--- src/rtl/metu_pkg.sv ---
// Shared types and constants of the multichannel envelope tracker
`timescale 1ns / 1ps
package metu_pkg;

   localparam int DEF_CHANNELS    = 64;
   localparam int DEF_VALUE_WIDTH = 32;
   localparam int DEF_TIME_WIDTH  = 32;
   localparam int QUEUE_DEPTH     = 2;

   localparam int CSR_INDEX_W = 1;
   localparam int CSR_DATA_W  = 7;
   localparam int ACT_W       = 7;
   localparam logic [ACT_W-1:0] ACT_RESET = 7'd64;

   localparam logic [CSR_INDEX_W-1:0] CSR_KEEP_TIMES = 1'd0;
   localparam logic [CSR_INDEX_W-1:0] CSR_ACTIVE     = 1'd1;

   localparam logic [1:0] OP_SAMPLE  = 2'd0;
   localparam logic [1:0] OP_READ    = 2'd1;
   localparam logic [1:0] OP_RESTART = 2'd2;

   localparam logic [1:0] ROW_ABSMAX = 2'd0;
   localparam logic [1:0] ROW_MAX    = 2'd1;
   localparam logic [1:0] ROW_MIN    = 2'd2;

   typedef enum logic [1:0] {
      KIND_SAMPLE,
      KIND_READ,
      KIND_RESTART
   } kind_type;

   typedef struct packed {
      kind_type   kind;
      logic       ok;
      logic [1:0] row_sel;
      logic       rearm;
   } ctrl_type;

endpackage

--- src/rtl/metu_front.sv ---
// Front end: configuration registers, beat classification and magnitude
`timescale 1ns / 1ps
module metu_front #(
   parameter int CHANNELS    = metu_pkg::DEF_CHANNELS,
   parameter int VALUE_WIDTH = metu_pkg::DEF_VALUE_WIDTH,
   parameter int TIME_WIDTH  = metu_pkg::DEF_TIME_WIDTH,
   localparam int CH_W = (CHANNELS > 1) ? $clog2(CHANNELS) : 1
) (
   input  logic                              clock,
   input  logic                              reset,
   input  logic                              csr_wen,
   input  logic [metu_pkg::CSR_INDEX_W-1:0]  csr_index,
   input  logic [metu_pkg::CSR_DATA_W-1:0]   csr_wdata,
   input  logic                              req_tvalid,
   output logic                              req_tready,
   input  logic [1:0]                        op,
   input  logic [CH_W-1:0]                   channel,
   input  logic [VALUE_WIDTH-1:0]            sample_value,
   input  logic [TIME_WIDTH-1:0]             sample_time,
   input  logic [1:0]                        row_select,
   input  logic                              clear_after_read,
   output logic                              keep_times,
   output logic                              q_push,
   input  logic                              q_full,
   output metu_pkg::ctrl_type                q_ctrl,
   output logic [CH_W-1:0]                   q_ch,
   output logic [VALUE_WIDTH-1:0]            q_value,
   output logic [VALUE_WIDTH-2:0]            q_mag,
   output logic [TIME_WIDTH-1:0]             q_time
);
   import metu_pkg::*;

   localparam int CMP_W = ((CH_W > ACT_W) ? CH_W : ACT_W) + 1;
   localparam logic [VALUE_WIDTH-1:0] MOST_NEG = {1'b1, {(VALUE_WIDTH-1){1'b0}}};

   logic             keep_times_ff;
   logic [ACT_W-1:0] active_ff;
   logic             in_use, keep;
   logic [VALUE_WIDTH-1:0] negated;

   always_ff @(posedge clock) begin
      if (reset) begin
         keep_times_ff <= 1'b0;
         active_ff     <= ACT_RESET;
      end else if (csr_wen) begin
         case (csr_index)
            CSR_KEEP_TIMES: keep_times_ff <= csr_wdata[0];
            CSR_ACTIVE:     active_ff     <= csr_wdata[ACT_W-1:0];
            default: ;
         endcase
      end
   end

   assign keep_times = keep_times_ff;

   assign in_use = (CMP_W'(channel) < CMP_W'(CHANNELS)) &&
                   (CMP_W'(channel) < CMP_W'(active_ff));

   always_comb begin
      q_ctrl.kind    = KIND_SAMPLE;
      q_ctrl.ok      = in_use;
      q_ctrl.row_sel = row_select;
      q_ctrl.rearm   = clear_after_read && in_use;
      keep           = 1'b0;
      case (op)
         OP_SAMPLE: begin
            keep = in_use;
         end
         OP_READ: begin
            q_ctrl.kind = KIND_READ;
            keep        = 1'b1;
         end
         OP_RESTART: begin
            q_ctrl.kind = KIND_RESTART;
            keep        = 1'b1;
         end
         default: ;
      endcase
   end

   // saturate the most negative value at the largest positive magnitude
   assign negated = ~sample_value + 1'b1;
   always_comb begin
      if (!sample_value[VALUE_WIDTH-1]) begin
         q_mag = sample_value[VALUE_WIDTH-2:0];
      end else if (sample_value == MOST_NEG) begin
         q_mag = '1;
      end else begin
         q_mag = negated[VALUE_WIDTH-2:0];
      end
   end

   assign req_tready = !q_full;
   assign q_push     = req_tvalid && !q_full && keep;
   assign q_ch       = channel;
   assign q_value    = sample_value;
   assign q_time     = sample_time;

endmodule

--- config.mk ---
export PLATFORM = sky130hd
export DESIGN_NAME = metu_front
export DESIGN_NICKNAME = d
export VERILOG_FILES = /design/src/rtl/metu_pkg.sv /design/src/rtl/metu_front.sv
export SDC_FILE = /design/constraint.sdc
export NUM_CORES = 1
export LEC_CHECK = 0
export BUFFER_PORTS_ARGS = -buffer_cell sky130_fd_sc_hd__buf_4
export CAP_MARGIN = 10
export CORE_ASPECT_RATIO = 1.1
export CORE_MARGIN = 2
export CORE_UTILIZATION = 36
export DETAILED_ROUTE_END_ITERATION = 7
export MAX_ROUTING_LAYER = met4
export PLACE_DENSITY = 0.82
export SLEW_MARGIN = 15
export SYNTH_ARGS = -nofsm -noshare
export SYNTH_HDL_FRONTEND = slang
export SYNTH_SLANG_ARGS = --single-unit
--- constraint.sdc ---
create_clock -name clock -period 2.7 [get_ports clock]
set_input_delay 0.54 -clock clock [delete_from_list [all_inputs] [get_ports clock]]
set_output_delay 0.54 -clock clock [all_outputs]
set_load 0.01 [all_outputs]
Word level (Yosys, flattened, before mapping)
Index checks and enable logic that the tools add are counted.
- add/subtract/negate cells: 1
- $lt $le $gt $ge: 1
- eq/ne operators: 3
- mux-type cells: 4
- bitwise gates (word level): 2
- reduce and logical (&&, ||, !) cells: 8
- operators with widths (cell ; count):
    $mux 31 ; 2
    $eq 32x32->1 const B ; 1
    $add 31x1->31 const B ; 1
    $not 31->31 ; 1
    $lt 6x7->1 ; 1
    $pmux 2 s2 ; 1
    $reduce_and 2->1 ; 2
    $logic_and 1x1->1 ; 3
    $eq 2x1->1 const B ; 1
    $eq 2x2->1 const B ; 1
    $logic_not 2->1 ; 1
    $pmux 1 s2 ; 1
    $reduce_or 2->1 ; 1
    $logic_not 1->1 ; 1
    $not 1->1 ; 1
- flip-flop bits (word level): 8

Logic depth before layout (Yosys ltp)
Gate-level depths: netlist of run 1.
- depth in word-level cells: 4
- gate-level depth with buffers: 8
- depth with buffers taken out: 7

Worst setup path after synthesis of run 1
Ideal clock, no wire load.
- path kind: input -> output
- start: in sample_value[0]
- end: out q_mag[22]
- arrival time: 2138 ps
- required time: 2160 ps
- setup slack: 22 ps
- stages on the path: 7
- cells stage by stage: inv_1 > ha_1 > nor2b_1 > nand4_2 > or3_1 > o31ai_1 > mux2i_1
- longest elaborated chain between the ends: 4
- elaborated cells on any way between the ends: 5
- classes of those cells: 1 x add/sub; 1 x eq/ne; 2 x mux; 1 x bitwise
- ends and longest elaborated chain (item ; RTL line ; text):
    start: declaration ; metu_front.sv:18 ; input logic [VALUE_WIDTH-1:0] sample_value,
    $not 31->31 ; metu_front.sv:82 ; assign negated = ~sample_value + 1'b1;
    $add 31x1->31 ; metu_front.sv:82 ;
    $mux 31 * ; metu_front.sv:86 ; end else if (sample_value == MOST_NEG) begin
    $mux 31 * ; metu_front.sv:84 ; if (!sample_value[VALUE_WIDTH-1]) begin
    end: declaration ; metu_front.sv:28 ; output logic [VALUE_WIDTH-2:0] q_mag,
Mark *: on every way between the ends. The rest lies on a longest branch, timed or not.

Worst setup path in the final report of run 1
- start: in sample_value[3]
- end: out q_mag[10]
Same word-level chain as after synthesis.

==> results.yml, run 1 <==
route:
  highest_layer: "met4"
  drtIter0Drc: 80
  wl_met2_mm: 4.14
  drt_wl_total_mm: 7.76
  drc: 0
  met3_length_um: 495
  wire_per_inst_um: 17.6
  firstDrtPassIters: 4
  met1_length_mm: 2.68
  num_vias: 2360
  ant_nets: 0
  vias_per_cell: 5.35
global_route:
  grt_pass1_vias: 2193
  grt_usage_pct: 21.7
  grt_max_degree: 39
  grt_pass1_wl_mm: 10.1
  overflow: 0
  antenna_found_initial: 0
die:
  die_h_um: 80.7
  start_util_pct: 38.0
  die_w_um: 73.7
  top_level_ports: 198
  die-area_um2: 5950
  rows: 27
  core_region_area_um2: 5070
finish:
  diodes: 0
  nNetsFinal: 483
  seq_area_um2: 160
  fin_util_pct: 66.8
  multi_input_area_um2: 1470
  stdcell_area_um2: 3380
  layout-drive-gt1-share_pct: 61.9
  mostFrequentLayoutCells: "buf_4 (151), nand2_1 (28), buf_6 (27)"
  nFillCells: 399
  area_delta_synth_final_pct: 75.8
  final_common_cell: "buf_4"
place:
  io_buffers: 129
  dpl-instance-area_um2: 2700
  dpl.hpwl_mm: 5.09
  place_congestion: 0.892
setup_path:
  required_ps: 2160
  cp-end-kind: "primary output"
  crit_type: "primary input to primary output"
  reg2reg_to: "active_ff[6]$_SDFFE_PP1P_"
  cp_max_fo: 4
  r2r_cells: 1
  cp-start-kind: "primary input"
  r2r_start: "active_ff[6]$_SDFFE_PP1P_"
  cp.arrival_ps: 2310
  r2r_slack_ps: 2030
synth:
  synth_ff_type: "dfxtp_1"
  synth_area_leader_cell: "buf_4"
  yosysWarnings: 0
  synthArstFlopShare_pct: 0
  synth-edff-count: 0
  yosysTopAreaCellShare_pct: 28.5
  syn_nets: 377
  synthTopCellsByArea: "buf_4 (28%), dfxtp_1 (8.3%), nand2_1 (8.2%), xor2_1 (7.3%), ha_1 (6.5%)"
  synthesis.area_um2: 1920
  synth.distinct_cells: 43
  synth_seq_cells: 8
  synth_area_per_cell_um2: 6.90
  netlist_instances: 279
  yosysSeqAreaShare_pct: 8.32
timing:
  maxSlewHeadroom_pct: 67.2
  post-route-period-util_pct: 105
  rsz0062_at_grt: "yes"
  finClkSkew_ps: 0
  setup_ws_ps: -145
  tightest_slew_ps: 492
  hold_viol: 0
  layout_min_cycle_time_ps: 2850
  setup_viol: 25
  slew_viol_final: 0
  fmax_mhz: 351
hold_path:
  hp-class: "flip-flop to flip-flop"
  min_to: "active_ff[4]$_SDFFE_PP0P_"
  hold_depth: 2
  hold_path.startpoint: "active_ff[4]$_SDFFE_PP0P_"
job:
  drv_cap: 0
cts:
  root_buffer: "clkbuf_8"
  tritoncts: "yes"
  clock_path_buffers: 2
  cts_buffers: 3
  cts_hold_buf: 0
  cts_sinks: 8
  htreeDepth: 1
  clock_latency_ps: 220
  path_clk_slew_ps: 40
run_status:
  status: "finished with violations"
  violations: "negative setup slack"
pwr:
  ir_drop_v: 0.000304
  powerDensity_nw_per_um2: 235
  p_leak_nw: 1.70
[kinds of logic (layout without fill, tap and decap cells)]
kind of cell	after synthesis	in the layout	synth area share [%]
XOR/XNOR	18	18	8.19
adder cells (fa/ha/maj)	10	10	6.50
flip-flops	8	8	8.32
buffers and inverters	97	201	33.4
AO/OA/AOI/OAI	47	47	15.9
multiplexers	5	5	2.80
AND/OR/NAND/NOR	94	94	25.0
[area by class of cell]
type / instances / share of cell area (%)
timing repair buffer: 185 / 47.1
inverter: 13 / 1.44
multi-input combinational: 174 / 43.4
tap: 58 / 2.14
clock buffer: 3 / 1.22
sequential: 8 / 4.73
[synth_stat cells (4+ instances only)]
library cell and count:
buf_4 73, nand2_1 42, xor2_1 16, inv_1 13, a21oi_1 12, nor2_1 12, nand3_1 11, ha_1 10
o21ai_0 9, dfxtp_1 8, clkbuf_1 7, o31ai_1 7, nor3_1 4, o41ai_1 4
[through the flow]
step	worst slack, ps	hold slack [ps]	power, mW	TNS (ps)	std cells
finish	-145	456	0.793	-1770	441
global route	-233	489	0.838	-3050	441
CTS	-63.5	456	0.724	-1170	433
detailed placement	-239	450	0.559	-3780	426
global placement	-200	445	0.548	-1900	426
floorplan	22.1	436	0.383	0	279
[where the power goes]
group / switching, mW / internal [mW] / total (mW)
clock: 0.0434 / 0.0963 / 0.140
sequential: 0.00321 / 0.125 / 0.128
combinational: 0.248 / 0.278 / 0.526
total: 0.295 / 0.499 / 0.793
[sequential cells by signal (all words and copies together), names as in the netlist]
name        count
active_ff       7
keep_times      1
[worst max-delay path: stages]
cell and delay, ps:
buf_4 120, nor4_4 230, buf_4 190, buf_4 110
buf_4 100, nand2_1 100, o41ai_1 350, xor2_1 290
nand2_1 110, buf_4 160
[per-layer routing]
layer / GRT usage, % / vias to the layer above
li1: - / 1090
met1: 22.3 / 1094
met2: 38.7 / 126
met3: 2.63 / 50
met4: 13.1 / 0
met5: - / -
[worst max path at each step]
| stage | startpoint | endpoint | depth (start not counted) |
|---|---|---|---|
| CTS | sample_value[22] | q_mag[11] | 7 |
| detailed placement | sample_value[7] | q_mag[21] | 9 |
| global placement | sample_value[7] | q_mag[22] | 8 |
| floorplan | sample_value[0] | q_mag[22] | 7 |
| finish | sample_value[3] | q_mag[10] | 10 |
| global route | sample_value[3] | q_mag[10] | 10 |
[repair_timing]
| action | 4_1_cts | 5_1_grt |
|---|---|---|
| pin swaps | 7 | 13 |
| setup buffers | 2 | 7 |
| resized for setup | 38 | 69 |
| setup endpoints to repair | 31 | 30 |
| hold endpoints to repair | 0 | 0 |
| cloned | 2 | 1 |
No activity file was read; power rests on OpenSTA's default activity.
==> run 2: changes to the inputs <==
CTS_BUF_LIST = sky130_fd_sc_hd__clkbuf_16   (was not set)
==> run 2 against run 1 <==
The flow still finishes with violations (negative setup slack); register-to-register slack hardly changed; die area unchanged; core utilization is 0.67 points higher; final cell count is the same; count of clock-buffer cells in the layout stayed put; clock skew unchanged; non-clock buffer count unchanged; wire length is 0.55% higher; worst hold slack got worse by 0.69 ps; global-route usage is 0.55 points higher; final area rose by 1.0%; largest power group unchanged; highest routed layer unchanged.
==> results.yml, run 2 (same netlist as run 1, synthesis figures left out) <==
finish:
  largest_reg_flops: 7
  nNetsFinal: 483
  regMostFlops: "active_ff"
  nFillCells: 394
  area_delta_synth_final_pct: 77.6
  mostFrequentLayoutCells: "buf_4 (151), nand2_1 (28), buf_6 (27)"
  stdcell_area_um2: 3420
  fin_util_pct: 67.4
  final_common_cell: "buf_4"
  diodes: 0
  layout-drive-gt1-share_pct: 61.9
cts:
  htreeDepth: 1
  tritoncts: "yes"
  cts_hold_buf: 0
  cts_sinks: 8
  clock_latency_ps: 230
  root_buffer: "clkbuf_16"
  cts_buffers: 3
  clock_path_buffers: 2
  path_clk_slew_ps: 40
pwr:
  p_sw_mw: 0.309
  p_clk_share_pct: 27.6
  comb_power_share_pct: 58.2
  p_total_mw: 0.903
  p_seq_share_pct: 14.2
  p_leak_nw: 1.72
  cellInternalPower_mw: 0.593
  powerDensity_nw_per_um2: 264
  switching_share_pct: 34.3
  ir_drop_v: 0.000273
die:
  die_w_um: 73.7
  top_level_ports: 198
  rows: 27
  start_util_pct: 38.0
  die_h_um: 80.7
  die-area_um2: 5950
  core_region_area_um2: 5070
global_route:
  grt_usage_pct: 22.2
  antenna_found_initial: 0
  grt_pass1_wl_mm: 10.2
  grt_pass1_vias: 2201
  overflow: 0
  grt_max_degree: 39
setup_path:
  cp_max_fo: 4
  r2r_slack_ps: 2030
  cp-start-kind: "primary input"
  r2r_start: "active_ff[6]$_SDFFE_PP1P_"
  cp.arrival_ps: 2290
  cp-endpoint: "q_mag[10]"
  r2r_cells: 1
  crit_type: "primary input to primary output"
  cp-end-kind: "primary output"
  startpoint: "sample_value[3]"
  required_ps: 2160
  reg2reg_to: "active_ff[6]$_SDFFE_PP1P_"
route:
  vias_per_cell: 5.41
  drtIter0Drc: 65
  wire_per_inst_um: 17.7
  drc: 0
  num_vias: 2387
  ant_nets: 0
  firstDrtPassIters: 4
  drt_wl_total_mm: 7.80
place:
  place_congestion: 0.892
  post-place-ws_ps: -239
  dpl.hpwl_mm: 5.09
  dpl-instance-area_um2: 2700
  io_buffers: 129
timing:
  tightest_slew_ps: 488
  finClkSkew_ps: 0
  layout_min_cycle_time_ps: 2830
  setup_viol: 25
  setup_ws_ps: -133
  maxSlewHeadroom_pct: 67.5
  fmax_mhz: 353
  hold_viol: 0
  rsz0062_at_grt: "yes"
  slew_viol_final: 0
  post-route-period-util_pct: 105
run_status:
  status: "finished with violations"
  violations: "negative setup slack"
hold_path:
  hold_path.startpoint: "active_ff[4]$_SDFFE_PP0P_"
  hp-class: "flip-flop to flip-flop"
job:
  drv_cap: 0
-- run 2: how the worst min path moves through the flow --
| stage | end | slack (ps) | cells after the start |
|---|---|---|---|
| CTS | active_ff[1]$_SDFFE_PP0P_ | 460 | 2 |
| floorplan | active_ff[1]$_SDFFE_PP0P_ | 440 | 2 |
| finish | active_ff[4]$_SDFFE_PP0P_ | 460 | 2 |
| global placement | active_ff[2]$_SDFFE_PP0P_ | 450 | 2 |
| detailed placement | active_ff[1]$_SDFFE_PP0P_ | 450 | 2 |
| global route | active_ff[1]$_SDFFE_PP0P_ | 490 | 2 |
-- run 2: cell type report --
| cell class | instances | area, µm² | area share (%) |
|---|---|---|---|
| clock buffers | 3 | 75.1 | 2.20 |
| inverters | 13 | 48.8 | 1.43 |
| multi-input cells | 174 | 1470 | 43.0 |
| flip-flops and latches | 8 | 160 | 4.69 |
| well taps | 58 | 72.6 | 2.12 |
| repair buffers | 185 | 1590 | 46.6 |
-- run 2: worst max-delay path: stages --
cell and delay, ps:
buf_4 120, nor4_4 230, buf_4 190, buf_4 110
buf_4 100, nand2_1 100, o41ai_1 350, xor2_1 290
nand2_1 110, buf_4 160
-- run 2: power groups by stage --
stage	clock network (mW)	registers, mW	logic [mW]
after CTS	0.255	0.128	0.453
final	0.249	0.128	0.526
after detailed placement	0	0.130	0.429
after global routing	0.261	0.128	0.558
after floorplan	0	0.129	0.254
after global placement	0	0.130	0.418
-- run 2: through the flow --
stage                     setup TNS [ps]  instances  hold WS [ps]
after floorplan                        0        279           436
after global placement             -1900        426           445
after detailed placement           -3780        426           450
after CTS                          -1170        433           455
after global routing               -3050        441           488
final                              -1690        441           455
-- run 2: layer usage --
metal	vias to the layer above	wire length, µm	GRT usage, %	part of all wire [%]
met4	0	516	15.8	6.6
met5	-	0	-	0
li1	1089	-	-	-
met2	131	4120	38.9	53
met1	1114	2690	22.3	35
met3	53	474	3.01	6.1
-- run 2: repair_timing --
action,4_1_cts,5_1_grt
setup buffers,2,7
cloned,2,1
gates resized for setup,38,69
endpoints found under the setup margin,31,30
pin swaps,7,13
