## config.mk

```make
export PLATFORM = sky130hd
export DESIGN_NAME = metu_queue
export DESIGN_NICKNAME = d
export VERILOG_FILES = /design/src/rtl/metu_pkg.sv /design/src/rtl/metu_queue.sv
export SDC_FILE = /design/constraint.sdc
export NUM_CORES = 1
export LEC_CHECK = 0
export BUFFER_PORTS_ARGS = -buffer_cell sky130_fd_sc_hd__buf_2
export CORE_MARGIN = 3
export CORE_UTILIZATION = 45
export CTS_CLUSTER_DIAMETER = 150
export DETAILED_ROUTE_END_ITERATION = 16
export PLACE_DENSITY = 0.77
export SLEW_MARGIN = 20
export SYNTH_ARGS = -nofsm -noshare
export SYNTH_HDL_FRONTEND = slang
export SYNTH_SLANG_ARGS = --single-unit
```

## constraint.sdc

```tcl
create_clock -name clock -period 2.06 [get_ports clock]
set_clock_uncertainty 0.05 [all_clocks]
set_input_delay 0.206 -clock clock [delete_from_list [all_inputs] [get_ports clock]]
set_output_delay 0.206 -clock clock [all_outputs]
set_load 0.02 [all_outputs]
```

## src/rtl/metu_pkg.sv

```systemverilog
// Shared types and constants of the multichannel envelope tracker
`timescale 1ns / 1ps
package metu_pkg;

   localparam int DEF_CHANNELS    = 64;
   localparam int DEF_VALUE_WIDTH = 32;
   localparam int DEF_TIME_WIDTH  = 32;
   localparam int QUEUE_DEPTH     = 2;

   localparam int CSR_INDEX_W = 1;
   localparam int CSR_DATA_W  = 7;
   localparam int ACT_W       = 7;
   localparam logic [ACT_W-1:0] ACT_RESET = 7'd64;

   localparam logic [CSR_INDEX_W-1:0] CSR_KEEP_TIMES = 1'd0;
   localparam logic [CSR_INDEX_W-1:0] CSR_ACTIVE     = 1'd1;

   localparam logic [1:0] OP_SAMPLE  = 2'd0;
   localparam logic [1:0] OP_READ    = 2'd1;
   localparam logic [1:0] OP_RESTART = 2'd2;

   localparam logic [1:0] ROW_ABSMAX = 2'd0;
   localparam logic [1:0] ROW_MAX    = 2'd1;
   localparam logic [1:0] ROW_MIN    = 2'd2;

   typedef enum logic [1:0] {
      KIND_SAMPLE,
      KIND_READ,
      KIND_RESTART
   } kind_type;

   typedef struct packed {
      kind_type   kind;
      logic       ok;
      logic [1:0] row_sel;
      logic       rearm;
   } ctrl_type;

endpackage

```

## src/rtl/metu_queue.sv

```systemverilog
// Short FIFO between the classifying front and the update back end
`timescale 1ns / 1ps
module metu_queue #(
   parameter int WIDTH = 8,
   parameter int DEPTH = metu_pkg::QUEUE_DEPTH,
   localparam int AW = (DEPTH > 1) ? $clog2(DEPTH) : 1
) (
   input  logic             clock,
   input  logic             reset,
   input  logic             push,
   input  logic [WIDTH-1:0] wr_data,
   output logic             full,
   output logic             valid,
   input  logic             pop,
   output logic [WIDTH-1:0] rd_data
);

   logic [WIDTH-1:0] slot_ff [DEPTH];
   logic [AW-1:0]    wr_ptr_ff, wr_ptr_in, rd_ptr_ff, rd_ptr_in;
   logic [AW:0]      count_ff, count_in;
   logic             do_push, do_pop;

   assign full    = (count_ff == (AW+1)'(DEPTH));
   assign valid   = (count_ff != '0);
   assign do_push = push && !full;
   assign do_pop  = pop && valid;
   assign rd_data = slot_ff[rd_ptr_ff];

   always_comb begin
      wr_ptr_in = wr_ptr_ff;
      rd_ptr_in = rd_ptr_ff;
      count_in  = count_ff;
      if (do_push) begin
         wr_ptr_in = (wr_ptr_ff == AW'(DEPTH-1)) ? '0 : wr_ptr_ff + 1'b1;
      end
      if (do_pop) begin
         rd_ptr_in = (rd_ptr_ff == AW'(DEPTH-1)) ? '0 : rd_ptr_ff + 1'b1;
      end
      if (do_push && !do_pop) begin
         count_in = count_ff + 1'b1;
      end else if (do_pop && !do_push) begin
         count_in = count_ff - 1'b1;
      end
   end

   always_ff @(posedge clock) begin
      if (reset) begin
         wr_ptr_ff <= '0;
         rd_ptr_ff <= '0;
         count_ff  <= '0;
      end else begin
         wr_ptr_ff <= wr_ptr_in;
         rd_ptr_ff <= rd_ptr_in;
         count_ff  <= count_in;
      end
   end

   always_ff @(posedge clock) begin
      if (do_push) begin
         slot_ff[wr_ptr_ff] <= wr_data;
      end
   end

endmodule

```

Word-level counts from Yosys, hierarchy flattened

Memory sizes are Yosys's and may differ from the RTL's. A register that Yosys moved wholly into a read port is not among the register bits.
Cells that the tools add are included.

Equality and inequality tests: 1
Add/sub/neg operators: 4
Reduce and logical (&&, ||, !) cells: 9
Multiplexer cells: 8

Operator list:

| kind                | number |
|---|---|
| $mux 1              | 6 |
| $logic_and 1x1->1   | 4 |
| $mux 2              | 2 |
| $reduce_bool 2->1   | 2 |
| $logic_not 1->1     | 3 |
| $add 1x1->1 const B | 2 |
| $add 2x1->2 const B | 1 |
| $eq 2x2->1 const B  | 1 |
| $sub 2x1->2 const B | 1 |

Output and inout bits: 10
Memory bits (writable): 16
Memories: 1
Word-level logic and storage cells: 26
Register bits: 4

Memories:

| name    | depth | width | rd ports | clocked after memory_dff | wr ports | RTL line         | source |
|---|---|---|---|---|---|---|---|
| slot_ff | 2     | 8     | 1        | 1                        | 1        | metu_queue.sv:18 | `logic [WIDTH-1:0] slot_ff [DEPTH];` |

Longest topological paths before layout

Gate-level depths: netlist of run 1.

Depth in word-level cells: 7
Gate-level depth with buffers: 6

Worst setup path after synthesis of run 1

OpenSTA, ideal clock, no wires.

Kind: reg-to-reg
Start: register count_ff[1]
End: register count_ff[1]
Data required time: 1.940 ns
Setup slack: 0.433 ns
Buffers on the path: 0
Data arrival time: 1.507 ns
Cell stages (with the launch flop): 6
Library setup time: 0.070 ns
Path through: dfxtp_1 -> nor2b_2 -> nor2_1 -> ha_1 -> or3_1 -> a21oi_1

Word-level cells in the longest chain between the ends: 6
Elaborated cells between the ends (all ways): 14

Ends and longest elaborated chain:

| what                        | RTL line         | source |
|---|---|---|
| start: declaration          | metu_queue.sv:20 | `logic [AW:0] count_ff, count_in;` |
| start signal: assignment    | metu_queue.sv:54 | `count_ff <= count_in;` |
| $eq 2x2->1 *                | metu_queue.sv:23 | `assign full = (count_ff == (AW+1)'(DEPTH));` |
| named net full              | metu_queue.sv:12 | `output logic full,` |
| $logic_not 1->1 *           | metu_queue.sv:25 | `assign do_push = push && !full;` |
| $logic_and 1x1->1 *         | metu_queue.sv:25 |  |
| $logic_not 1->1             | metu_queue.sv:41 | `end else if (do_pop && !do_push) begin` |
| $logic_and 1x1->1           | metu_queue.sv:41 |  |
| $reduce_bool 2->1 (no line) | -                |  |

The timed path passes the listed nets; every way through them passes the cells marked *. The select of a mux whose other input is x is not followed.
A chain may end at the register's enable or synchronous reset.

==> out/results.ini, run 1 <==
[run_status]
status=finished, final reports clean

[global_routing]
grt_pass1_vias=396
grt_use_total_pct=11.0
antenna_found_initial=0
grt_max_degree=12
gr-total-overflow=0
grt_pass1_wl_um=1610

[drt]
drc_errors=0
vias=459
drtIter0Drc=7
wl_per_cell_um=13.0
drt-total-wl_um=1170
antenna_left=0
firstDrtPassIters=4
drt-vias-per-instance=5.10

[setup_path]
worstPathArrival_ns=1.38
cp.depth=2
critical-path-top-delay-family=flip-flops
r2r_start=count_ff[0]$_SDFFE_PP0P_
crit_path_top_delay_cell=dfxtp_1
r2r-end=count_ff[1]$_SDFFE_PP0P_
rrSetupSlack_ns=0.45
worstPathCellList=mux2_2 > buf_2
start_kind=flop
cp-endpoint=rd_data[4]
path_buf_inv=1
r2r.worst_path.cells=4
worstPathRequired_ns=1.80
crit_type=flop to output port
cp_max_fo=8
max_stage_delay_ns=0.55
endpoint_kind=output port

[placed_design]
gp_congestion=0.695
numPortBuffers=21
post-dp-hpwl_um=866
place_inst=86

[cts]
numCtsBuffers=3
numClockSinks=21
clk_path_buf_depth=2
ctsResizeCount=0
htree_num_levels=1
cts_tree=built
clkTransAtPathRegs_ns=0.11
cts_setup_buffers=0
cts_root_buf=clkbuf_4
insertion_delay_ns=0.29
ctsHoldBuffers=0

[pwr]
powerDensity_nw_per_um2=1250
switching_power_uw=389
vdd.ir_drop.worst_uv=744
combPwrFrac_pct=33.3
clkPwrFrac_pct=16.1
switching_share_pct=33.0
leakagePower_uw=0.000382
power_frac_seq_pct=50.6
p_int_uw=788

[finish]
area_growth_syn_to_layout_pct=18.4
finalNonFillerCells=90
drive_gt1_share_pct=45.9
multiInputGateArea_um2=203
regArea_um2=581
final_common_cell=buf_2
diodes=0
layout_common_cells=buf_2 (21), edfxtp_1 (16), mux2_2 (8), dfxtp_1 (5), nor2_1 (4)
fillers=126
finalNetCount=88

[sta]
max_freq_mhz=611
rsz0062_at_grt=no
slew_headroom_pct=74.2
finalSetupViolCount=0
slew_viol_final=0
min_period_over_period_pct=79.5
tns_ns=0
hold_violations=0
tightest_slew_ns=0.387
finalCriticalPeriod_ns=1.64

[hold_path]
hold_path_class=primary input to flop

[synth]
syn_nets=63
synthCells=50
ys_types=14
synth-seq-cells=21
syn_area_per_cell_um2=15.9
synth-seq-area-share_pct=73.0
synth_warnings=0
synth_area_um2=796

[job]
cap_violations=0

[floorplanning]
dieHeight_um=48.1
die_x_um=48.1
fp.coreArea_um2=1580
die_area_um2=2310
io_pins=22
start_util_pct=50.5
rows=14

## synthesized netlist by cell type (all sizes together)
cell type | instances | area (µm²)
nor2 | 4 | 15.0
o21ai | 3 | 15.0
a21oi | 2 | 10.0
ha | 1 | 12.5
mux2 | 8 | 90.1
inv | 2 | 7.51
edfxtp | 16 | 480
and2 | 1 | 6.26
buf | 1 | 5.00
or3 | 2 | 12.5
nor2b | 1 | 8.76
xor2 | 3 | 26.3
or2 | 1 | 6.26
dfxtp | 5 | 100
## state kept, by name, indices dropped and copies added, names as in the netlist, named ones only
register,cells
count_ff,2
rd_ptr_ff,1
slot_ff,16
wr_ptr_ff,1
## final cells by class
type | instances | share of cell area [%]
inverters | 2 | 0.797
multi-input cells | 26 | 21.5
well taps | 16 | 2.12
repair buffers | 21 | 11.2
flip-flops and latches | 21 | 61.6
clock buffers | 4 | 2.79
## stage by stage
step / instance area [µm²] / total power, µW / setup slack (ns) / util [%] / hold WS, ns
finish: 942 / 1180 / 0.423 / 59.8 / 0.0404
global route: 942 / 1240 / 0.353 / 59.8 / 0.0274
CTS: 942 / 1190 / 0.395 / 59.8 / 0.0339
detailed placement: 916 / 1000 / 0.465 / 58.1 / 0.347
global placement: 916 / 987 / 0.532 / 58.1 / 0.344
floorplan: 796 / 888 / 0.433 / - / 0.225
## layer usage
layer / wire [µm] / vias to the layer above / track usage [%]
met5: 0 / - / 0
met4: 33 / 0 / 9.68
met3: 73 / 4 / 3.76
met2: 568 / 13 / 17.2
met1: 491 / 212 / 11.6
li1: - / 230 / -
## power groups by stage
stage	Combinational (µW)	Sequential, µW	Clock [µW]
4_1_cts	397	596	196
3_3_place_gp	387	600	0
3_5_place_dp	396	605	0
2_1_floorplan	312	575	0
5_1_grt	424	604	210
6_report	391	595	190
## how the worst min path moves through the flow
| stage | from | to | slack [ns] | cells past startpoint |
|---|---|---|---|---|
| 2_1_floorplan | reset | count_ff[1]$_SDFFE_PP0P_ | 0.23 | 1 |
| 3_3_place_gp | wr_data[3] | slot_ff[0][3]$_DFFE_PP_ | 0.34 | 1 |
| 3_5_place_dp | wr_data[1] | slot_ff[1][1]$_DFFE_PP_ | 0.35 | 1 |
| 4_1_cts | wr_data[1] | slot_ff[0][1]$_DFFE_PP_ | 0.03 | 1 |
| 5_1_grt | wr_data[1] | slot_ff[1][1]$_DFFE_PP_ | 0.03 | 1 |
| 6_report | wr_data[1] | slot_ff[1][1]$_DFFE_PP_ | 0.04 | 1 |
## logic make-up after synthesis
kind of cell	share of synthesized area [%]
AO/OA/AOI/OAI	3.14
XOR/XNOR	3.30
adder cells (fa/ha/maj)	1.57
buffers and inverters	1.57
flip-flops	73.0
multiplexers	11.3
AND/OR/NAND/NOR	6.13
No activity file was read; power rests on OpenSTA's default activity.
==> inputs of run 2 (changes only) <==
--- a/config.mk
+++ b/config.mk
@@ -7,10 +7,10 @@
 export LEC_CHECK = 0
 export BUFFER_PORTS_ARGS = -buffer_cell sky130_fd_sc_hd__buf_2
 export CORE_MARGIN = 3
-export CORE_UTILIZATION = 45
+export CORE_UTILIZATION = 44
 export CTS_CLUSTER_DIAMETER = 150
 export DETAILED_ROUTE_END_ITERATION = 16
-export PLACE_DENSITY = 0.77
+export PLACE_DENSITY = 0.79
 export SLEW_MARGIN = 20
 export SYNTH_ARGS = -nofsm -noshare
 export SYNTH_HDL_FRONTEND = slang
==> constraint.sdc (replaced) <==
create_clock -name clock -period 1.5 [get_ports clock]
set_clock_uncertainty 0.05 [all_clocks]
set_input_delay 0.15 -clock clock [delete_from_list [all_inputs] [get_ports clock]]
set_output_delay 0.15 -clock clock [all_outputs]
set_load 0.02 [all_outputs]
==> run 2 against run 1 <==
Routed wire length up 14%. Die area up 2.0%. Worst setup slack worse by 0.40 ns. Combinational power up 64%. Sequential share of layout area down 7.6 points. Sequential power up 39%. Total power up 48%. Final cell count up 22%.
==> out/results.ini, run 2 (synthesized netlist as in run 1, its figures left out) <==
[cts]
clk_path_buf_depth=2
numCtsBuffers=3
numClockSinks=21
clkTransAtPathRegs_ns=0.12
htree_num_levels=1
cts_root_buf=clkbuf_4
insertion_delay_ns=0.30
cts_tree=built

[placed_design]
gp_congestion=0.658
place_area_um2=941
place_inst=95
post-dp-hpwl_um=888
numPortBuffers=21

[sta]
tightest_slew_ns=0.394
finalSetupViolCount=0
tns_ns=0
max_freq_mhz=675
slew_headroom_pct=73.7
min_period_over_period_pct=98.8
slew_viol_final=0
holdWs_ns=0.183
rsz0062_at_grt=yes
hold_violations=0
finalCriticalPeriod_ns=1.48

[drt]
firstDrtPassIters=4
drt-total-wl_um=1330
drt-vias-per-instance=4.44
vias=488
wl_per_cell_um=12.1
drtIter0Drc=5
antenna_left=0
drc_errors=0

[setup_path]
endpoint_kind=flop
cp_max_fo=3
worstPathArrival_ns=1.67
r2r.worst_path.cells=5
crit_type=flop to flop
start_kind=flop
worstPathRequired_ns=1.69

[floorplanning]
rows=14
fp.coreArea_um2=1590
io_pins=22
die_area_um2=2350
start_util_pct=49.9
die_x_um=48.5
dieHeight_um=48.5

[finish]
finalNetCount=100
top_register=slot_ff
drive_gt1_share_pct=52.3
diodes=0
area_growth_syn_to_layout_pct=36.5
final_common_cell=buf_2
finalNonFillerCells=110
largestRegisters=slot_ff (16), count_ff (2)
layout_common_cells=buf_2 (21), edfxtp_1 (16), dlygate4sd3_1 (9), mux2_2 (8)
fillers=120
largest_register_ffs=16
design_area_um2=1090

[global_routing]
grt_max_degree=13
antenna_found_initial=0
grt_use_total_pct=12.2
grt_pass1_wl_um=2210
grt_pass1_vias=508
gr-total-overflow=0

[pwr]
switching_share_pct=32.9
leakagePower_uw=0.000438
powerDensity_nw_per_um2=1600
vdd.ir_drop.worst_uv=1090
clkPwrFrac_pct=15.3
p_int_uw=1160
power_frac_seq_pct=47.8
combPwrFrac_pct=36.9
switching_power_uw=572

[hold_path]
holdPathStages=4
hold_path_class=primary input to flop

[run_status]
status=finished, final reports clean

[job]
cap_violations=0

run 2: power by group through the flow:
stage | clock network (µW) | logic (µW) | registers [µW]
after floorplan | 0 | 438 | 800
after global placement | 0 | 556 | 833
after global routing | 302 | 696 | 847
after CTS | 275 | 602 | 831
after detailed placement | 0 | 561 | 840
final | 266 | 641 | 829
run 2: timing repair:
item                       4_1_cts  5_1_grt
buffers inserted                 1        1
hold buffers                     8        1
cloned                           0        0
setup endpoints to repair        9       17
pin swaps                        1        0
hold endpoints to repair        16        3
resized for setup                2        5
run 2: per-stage QoR:
stage | util, % | power [µW] | worst slack, ns
3_5_place_dp | 59.0 | 1400 | 0.0157
5_1_grt | 68.1 | 1840 | -0.0580
2_1_floorplan | - | 1240 | -0.00811
4_1_cts | 66.3 | 1710 | 0.0119
6_report | 68.1 | 1740 | 0.0185
3_3_place_gp | 59.0 | 1390 | 0.0587
run 2: critical path, stage by stage, from the launching register on:
cell and delay, ns:
dfxtp_2 0.34, buf_4 0.13, o21ai_2 0.14, ha_2 0.29, or3_1 0.34, a21oi_1 0.12
run 2: per-layer routing:
layer,up-vias,GRT usage (%),wire length (µm)
met2,16,19.0,639
met1,217,15.5,610
met5,-,0,0
li1,253,-,-
met4,0,5.69,14
met3,2,3.68,69
run 2: final cells by class:
class                      instances  area [µm²]  area share, %
tap                               24        30.0           2.76
inverter                           2        7.51          0.691
clock inverter                     1        5.00          0.461
sequential                        21         587           54.0
clock buffer                       3        22.5           2.07
timing repair buffer              33         218           20.0
multi-input combinational         26         216           19.9
run 2: worst paths after layout:
kind,slack [ns],startpoint,endpoint
min,0.18,push,wr_ptr_ff$_SDFFE_PP0N_
max,0.02,count_ff[1]$_SDFFE_PP0P_,count_ff[1]$_SDFFE_PP0P_
min reg2reg,0.44,count_ff[1]$_SDFFE_PP0P_,count_ff[1]$_SDFFE_PP0P_
max reg2reg,0.02,count_ff[1]$_SDFFE_PP0P_,count_ff[1]$_SDFFE_PP0P_
==> inputs of run 3 (changes only) <==
--- a/config.mk
+++ b/config.mk
@@ -5,12 +5,15 @@
 export SDC_FILE = /design/constraint.sdc
 export NUM_CORES = 1
 export LEC_CHECK = 0
+export ABC_AREA = 1
 export BUFFER_PORTS_ARGS = -buffer_cell sky130_fd_sc_hd__buf_2
+export CELL_PAD_IN_SITES_DETAIL_PLACEMENT = 0
+export CELL_PAD_IN_SITES_GLOBAL_PLACEMENT = 1
 export CORE_MARGIN = 3
-export CORE_UTILIZATION = 44
+export CORE_UTILIZATION = 35
 export CTS_CLUSTER_DIAMETER = 150
 export DETAILED_ROUTE_END_ITERATION = 16
-export PLACE_DENSITY = 0.79
+export PLACE_DENSITY = 0.78
 export SLEW_MARGIN = 20
 export SYNTH_ARGS = -nofsm -noshare
 export SYNTH_HDL_FRONTEND = slang
==> run 3 against run 2 <==
Sequential share of layout area down 0.49 points. Hold slack lost 0.10 ns. Routed wire length is 2.5% higher.
==> out/results.ini, run 3 <==
[synth]
yosysMostFrequentCell=edfxtp_1
syn_area_per_cell_um2=13.2
ys_async_sr_fraction_pct=0
synth-seq-cells=21
synth_warnings=0
synth_common_cells=edfxtp_1 (16), mux2_2 (8), nor2_1 (8)
synth_edf_count=16
synth-seq-area-share_pct=70.8
synthDominantCellAreaShare_pct=58.6
synth_top_flop_cell=edfxtp_1
yosys.area.top_type=edfxtp_1
synth_area_leaders=edfxtp_1 (59%), dfxtp_1 (12%), mux2_2 (11%)
ys_types=14
syn_nets=75
synth_area_um2=820
synthCells=62

[drt]
route.met2.wl_um=653
drc_errors=0
drt-total-wl_um=1370
antenna_left=0
vias=547
drtIter0Drc=3
wl_met1_um=607
firstDrtPassIters=4
maxUsedRoutingLayer=met4
wl_per_cell_um=10.9
dr_wl_met3_um=93
drt-vias-per-instance=4.38

[placed_design]
gp_congestion=0.705
post-dp-hpwl_um=974
numPortBuffers=21

[sta]
tns_ns=0
hold_violations=0
finalSetupViolCount=0
tightest_slew_ns=0.195
slew_viol_final=0
finalCriticalPeriod_ns=1.43
min_period_over_period_pct=95.0
max_freq_mhz=702
rsz0062_at_grt=no
slew_headroom_pct=87.0

[cts]
numClockSinks=21
cts_tree=built
cts_setup_buffers=0
numCtsBuffers=3
clk_path_buf_depth=2
clkTransAtPathRegs_ns=0.11
htree_num_levels=1
insertion_delay_ns=0.29
cts_root_buf=clkbuf_4

[pwr]
powerDensity_nw_per_um2=1520
combPwrFrac_pct=35.2
switching_share_pct=34.0
p_total_uw=1670
clkPwrFrac_pct=15.7
leakagePower_uw=0.000462
switching_power_uw=567
vdd.ir_drop.worst_uv=887
p_int_uw=1100
power_frac_seq_pct=49.1

[setup_path]
crit_type=flop to output port
worstPathArrival_ns=1.23
r2r.worst_path.cells=9
worstPathRequired_ns=1.30
endpoint_kind=output port
cp_max_fo=8
start_kind=flop

[finish]
final_common_cell=buf_2
largest_register_ffs=16
largestRegisters=slot_ff (16), count_ff (2)
drive_gt1_share_pct=43.9
layout_common_cells=buf_2 (21), edfxtp_1 (16), mux2_2 (8), nor2_1 (8), dlygate4sd3_1 (8)
fillers=186
area_growth_syn_to_layout_pct=33.7
top_register=slot_ff
finalNetCount=112
diodes=0
post-route-util_pct=52.6

[job]
cap_violations=0

[floorplanning]
io_pins=22
dieHeight_um=54.4
fp.coreArea_um2=2080
start_util_pct=39.4
die_x_um=54.4
die_area_um2=2960
rows=16

[global_routing]
grt_max_degree=12
grt_pass1_wl_um=2080
grt_use_total_pct=10.1
gr-total-overflow=0
antenna_found_initial=0
grt_pass1_vias=507

[run_status]
status=finished, final reports clean

[hold_path]
holdPathStages=4
hold_path_class=primary input to flop

==> run 3: cells by family (layout without fill, tap and decap cells) <==
group           Yosys count  in the layout  share of synthesized area [%]
flops                    21             21                           70.8
mux                       8              8                           11.0
compound gates            5              5                           3.51
fa+ha+maj                 1              1                           1.53
simple gates             18             18                           8.86
buf+inv                   9             45                           4.27
==> run 3: critical path, stage by stage (launching register included) <==
cell     delay, ns
dfxtp_4       0.43
mux2_2        0.34
buf_2         0.16
==> run 3: worst paths after layout <==
| check | end | startpoint | slack [ns] |
|---|---|---|---|
| max | rd_data[0] | flop | 0.07 |
| min | count_ff[1]$_SDFFE_PP0P_ | reset | 0.08 |
| max reg2reg | count_ff[1]$_SDFFE_PP0P_ | count_ff[1]$_SDFFE_PP0P_ | 0.12 |
| min reg2reg | count_ff[0]$_SDFFE_PP0P_ | count_ff[0]$_SDFFE_PP0P_ | 0.45 |
==> run 3: stage by stage <==
stage	cells	hold slack, ns	worst slack [ns]	instance area [µm²]
floorplan	62	0.199	0.0557	820
global placement	113	0.288	0.117	983
detailed placement	113	0.295	0.0841	983
CTS	125	0.0865	0.00851	1090
global route	125	0.107	0.00321	1100
finish	125	0.0829	0.0745	1100
==> run 3: per-layer routing <==
layer	global-route usage [%]	vias to the layer above
met4	3.73	0
met3	2.45	2
met5	0	-
met2	17.1	18
met1	12.3	242
li1	-	285
==> run 3: power groups by stage <==
stage	combinational [µW]	sequential (µW)	clock, µW
2_1_floorplan	417	791	0
3_3_place_gp	565	819	0
3_5_place_dp	569	824	0
4_1_cts	587	814	266
5_1_grt	656	831	296
6_report	588	819	262
==> run 3: area by class of cell <==
type	instances	area, µm²	share of cell area, %
sequential	21	587	53.5
timing repair buffer	33	215	19.6
multi-input combinational	32	204	18.6
tap	27	33.8	3.08
inverter	8	30.0	2.74
clock buffer	4	26.3	2.40
==> run 3: timing repair <==
action                                  CTS  global route
resized for setup                         1             5
endpoints found under the setup margin    8            10
pin swaps                                 0             1
hold endpoints to repair                 16             0
hold buffers                              8             0
